**config.mk**
```make
export PLATFORM = sky130hd
export DESIGN_NAME = sf_sqrt_cell
export DESIGN_NICKNAME = d
export VERILOG_FILES = /design/src/hw/rtl/sf_pkg.sv /design/src/hw/rtl/sf_sqrt_cell.sv
export SDC_FILE = /design/constraint.sdc
export NUM_CORES = 1
export LEC_CHECK = 0
export BUFFER_PORTS_ARGS = -buffer_cell sky130_fd_sc_hd__buf_2
export CAP_MARGIN = 20
export CELL_PAD_IN_SITES_DETAIL_PLACEMENT = 1
export CELL_PAD_IN_SITES_GLOBAL_PLACEMENT = 1
export CORE_AREA = 2 2 188 190
export CTS_CLUSTER_DIAMETER = 150
export DETAILED_ROUTE_END_ITERATION = 8
export DIE_AREA = 0 0 190 192
export PLACE_DENSITY_LB_ADDON = 0.2
export SYNTH_ARGS = -nofsm -noshare
export SYNTH_HDL_FRONTEND = slang
export SYNTH_SLANG_ARGS = --single-unit
```
**constraint.sdc**
```tcl
create_clock -name clk_i -period 1 [get_ports clk_i]
set_clock_uncertainty 0.1 [all_clocks]
set_input_delay 0 -clock clk_i [delete_from_list [all_inputs] [get_ports clk_i]]
set_output_delay 0 -clock clk_i [all_outputs]
set_load 0.01 [all_outputs]
```
**src/hw/rtl/sf_pkg.sv**
```systemverilog
`default_nettype none
package sf_pkg;

  localparam int FRAC_BITS_DEF = 16;

  localparam int POS_W  = 32;
  localparam int D_W    = POS_W + 1;
  localparam int SQ_W   = 2 * D_W;
  localparam int SUM_W  = SQ_W + 2;
  localparam int ROOT_W = SUM_W / 2;
  localparam int REM_W  = ROOT_W + 3;
  localparam int K_W    = 31;
  localparam int EMAG_W = ROOT_W;
  localparam int P_W    = K_W + EMAG_W;
  localparam int PLO_W  = 32 + D_W;
  localparam int PHI_W  = (P_W - 32) + D_W;
  localparam int NUM_W  = P_W + D_W;
  localparam int Q_W    = 33;

  localparam logic REG_K    = 1'b0;
  localparam logic REG_REST = 1'b1;

  localparam logic [K_W-1:0] K_RESET    = K_W'(65536);
  localparam logic [K_W-1:0] REST_RESET = K_W'(65536);

  typedef struct packed {
    logic [2:0][D_W-1:0] dmag;
    logic [2:0]          dneg;
  } sq_side_t;

  typedef struct packed {
    logic [2:0] dneg;
    logic       eneg;
    logic       zero;
    logic [2:0] ovf;
  } dv_side_t;

  typedef struct packed {
    logic [2:0][POS_W-1:0] force_v;
    logic                  zero;
    logic                  sat;
  } res_t;

endpackage
`default_nettype wire

```
**src/hw/rtl/sf_sqrt_cell.sv**
```systemverilog
`default_nettype none
module sf_sqrt_cell (
  input  logic                         clk_i,
  input  logic                         rst_ni,
  input  logic                         en_i,
  input  logic                         vld_i,
  input  logic [sf_pkg::SUM_W-1:0]     rad_i,
  input  logic [sf_pkg::ROOT_W-1:0]    root_i,
  input  logic [sf_pkg::REM_W-1:0]     rem_i,
  input  sf_pkg::sq_side_t             side_i,
  output logic                         vld_o,
  output logic [sf_pkg::SUM_W-1:0]     rad_o,
  output logic [sf_pkg::ROOT_W-1:0]    root_o,
  output logic [sf_pkg::REM_W-1:0]     rem_o,
  output sf_pkg::sq_side_t             side_o
);
  import sf_pkg::*;

  logic [REM_W-1:0]  cur;
  logic [REM_W-1:0]  trial;
  logic              ge;
  logic              vld_q;
  logic [SUM_W-1:0]  rad_q;
  logic [ROOT_W-1:0] root_q;
  logic [REM_W-1:0]  rem_q;
  sq_side_t          side_q;

  always_comb begin
    cur   = {rem_i[REM_W-3:0], rad_i[SUM_W-1 -: 2]};
    trial = REM_W'({root_i, 2'b01});
    ge    = cur >= trial;
  end

  always_ff @(posedge clk_i or negedge rst_ni) begin
    if (!rst_ni) begin
      vld_q <= 1'b0;
    end else if (en_i) begin
      vld_q <= vld_i;
    end
  end

  always_ff @(posedge clk_i) begin
    if (en_i) begin
      rad_q  <= rad_i << 2;
      root_q <= {root_i[ROOT_W-2:0], ge};
      rem_q  <= ge ? cur - trial : cur;
      side_q <= side_i;
    end
  end

  assign vld_o  = vld_q;
  assign rad_o  = rad_q;
  assign root_o = root_q;
  assign rem_o  = rem_q;
  assign side_o = side_q;

endmodule
`default_nettype wire

```
==> out/results.tsv <==
stage	metric	value	unit
cts	cts_tree	built	
sta	finalHoldViolCount	2	
setup_path	r2r-end	vld_o	
sta	layout_min_cycle_time	2.22	ns
sta	fin_setup_tns	-81.67	ns
synth	ys_warn_count	0	
synth	synth_cells	629	
setup_path	cpMostUsedCell	o21ai_2	
setup_path	cpPeakStageDelay	0.35	ns
layout	final_cell_mix	440 x buf_2, 242 x dlygate4sd3_1, 239 x edfxtp_1	
sta	rsz0062_at_grt	yes	
setup_path	worst_setup_path_end_kind	flop	
setup_path	r2r_slack	0.16	ns
layout	fin_nets	1806	
sta	finalSetupViolCount	278	
cts	clock_latency	0.54	ns
placement	routabilityCongestion	0.840	
sta	fmax	451	MHz
drt	via_per_inst	4.47	
setup_path	startpoint_type	primary input	
grt	grt_pass1_wl	60100	um
layout	drive_above_1_share	49.2	%
setup_path	reg2reg_depth	1	
grt	grtUsageMet1	23.8	%
grt	met3_usage	6.19	%
synth	syn_area	9700	um2
synth	avgSynthCellArea	15.4	um2
drt	post_drt_wl_per_cell	21.1	um
placement	place_area	13900	um2
floorplan	fp.coreArea	34300	um2
cts	path_clk_slew	0.06	ns
layout	final_area	18200	um2
synth	ys_seq_elements	240	
cts	cts.sinks	240	
worst_hold_path	hold_class	in2reg	
layout	final_cells	2010	
setup_path	critical_path.top_delay_family	compound AO/OA/AOI/OAI gates	
power_and_ir_drop	p_leak	7.99	nW
floorplan	io_pins	487	
grt	overflow	0	
grt	grt-busiest-layer	met2	
layout	areaGrowthSynthToFinish	87.2	%
job	drv_cap	0	
setup_path	worstPathCellList	buf_8, inv_4, ha_4, o211ai_1, o21ai_2, a31oi_2, o31a_1, o21ai_2, a31oi_4, o41ai_4, buf_6, buf_12, mux2_4	
drt	wirelength	42400	um
setup_path	cp_data_required_time	1.18	ns
floorplan	start_util	28.3	%
cts	cts_buffer_depth	3	
grt	grt_usage	22.2	%
synth	synth_edf_count	239	
synth	synth_cell_types	48	
placement	port_buffers	482	
layout	final_common_cell	buf_2	
power_and_ir_drop	vdd_drop_max	0.00144	V
sta	layout_worst_path_cycle_share	222	%
placement	dp.cells	1698	
drt	ant_nets	0	
sta	slew_violations	0	
floorplan	fp-row-count	68	
setup_path	slowest_stage	o41ai_4	
synth	async_flop_share	0.417	%
sta	hold_ws	-0.249	ns
setup_path	crit_type	in2reg	
grt	grt_max_degree	30	
drt	dr.pass1.iters	4	
grt	grt_pass1_vias	9754	
synth	ys_seq_area_share	74.3	%
setup_path	endpoint	rem_o[22]	
setup_path	cp.arrival	2.40	ns
sta	finalWorstSetupSlack	-1.22	ns
grt	antenna_found_initial	15	
placement	dp_hpwl	28300	um
layout	finish.utilization	52.9	%
layout	fillers	3607	
setup_path	crit_fanout	6	
drt	dr.first_iter.drc_count	458	
cts	cts_root_buf	clkbuf_16	
setup_path	cp.depth	13	
floorplan	die_x	190	um
setup_path	worst-path-buf-inv	4	
floorplan	fp.dieH	192	um
power_and_ir_drop	pwr_density_cell	1670	nW/um2
status	status	finished, violations left	
drt	vias	8975	
status	violations	negative hold slack, negative setup slack	
setup_path	r2r_start	vld_o	
cts	cts_buffers	28	
floorplan	die_area	36500	um2
setup_path	critPathLaunch	root_i[0]	
cts	cts.htree.levels	1	
drt	route.detailed.drc	0	
synth	synth-main-ff-cell	edfxtp_1	
grt	met2_usage	41.3	%
[power breakdown]
group | switching (mW) | internal [mW] | leakage [nW]
Combinational | 3.07 | 3.36 | 5.15
Clock | 4.34 | 7.08 | 0.488
Sequential | 0.317 | 12.2 | 2.35
Total | 7.73 | 22.6 | 7.99
[cell type report]
type                       count  area (um2)  share of cell area (%)
clock inverter                19         277                    1.52
antenna                        9        22.5                   0.124
sequential                   240        7200                    39.7
timing repair buffer         883        6530                    36.0
clock buffer                  32         737                    4.06
multi-input combinational    334        2660                    14.7
tap                          455         569                    3.14
inverter                      38         155                   0.855
[tightest hold or removal path: stages]
cell,delay [ns]
buf_2,0.13
nor2_2,0.06
a21oi_2,0.09
[synth_stat cells (8+ instances only)]
cell | n | area share (%)
inv_1 | 38 | 1.5
clkbuf_1 | 10 | 0.39
a21o_1 | 22 | 1.7
mux2_2 | 10 | 1.2
nand4_1 | 8 | 0.52
a31oi_1 | 9 | 0.58
o21ai_0 | 18 | 0.93
nor2_1 | 46 | 1.8
nand2_1 | 28 | 1.1
edfxtp_1 | 239 | 74
xnor2_1 | 17 | 1.5
ha_1 | 36 | 4.6
xor2_1 | 19 | 1.7
a21oi_1 | 58 | 3.0
[cell families after synthesis]
kind of cell	count (synthesis)	share of synthesized area, %
buffers and inverters	56	2.39
multiplexers	10	1.16
XOR/XNOR	36	3.25
flip-flops	240	74.3
AND/OR/NAND/NOR	112	5.24
other	1	0.0387
adder cells (fa/ha/maj)	36	4.65
AO/OA/AOI/OAI	138	9.01
[how the worst min path moves through the flow]
stage	slack, ns	cells past startpoint	end	from
floorplan	-0.40	0	vld_o	rst_ni
global placement	-0.32	1	vld_o	rst_ni
detailed placement	-0.32	1	vld_o	rst_ni
CTS	-0.35	3	rem_o[3]	rem_i[1]
global route	-0.26	3	rem_o[9]	rem_i[7]
finish	-0.25	3	rem_o[9]	rem_i[7]
[per-stage QoR]
step                total power [mW]  worst slack, ns
floorplan                       14.6            -1.84
global placement                17.4            -1.85
detailed placement              17.5            -1.93
CTS                             30.1            -1.19
global route                    31.6            -1.34
finish                          30.3            -1.22
[what timing repair did]
item,in CTS,in global routing
setup endpoints to repair,278,278
hold buffers,237,5
gates cloned,2,1
resized for setup,75,88
hold endpoints to repair,477,6
pin swaps,15,15
buffers inserted,6,5
[registers in the layout (all words and copies together) (netlist names)]
signal / cells
root_o: 34
rad_o: 66
side_o: 102
vld_o: 1
rem_o: 37
[layer usage]
metal,wire (um),share of wire [%]
met2,22700,54
met1,14900,35
met5,62,0.15
met4,1420,3.4
met3,3260,7.7
Power figures use the tool's default switching activity.
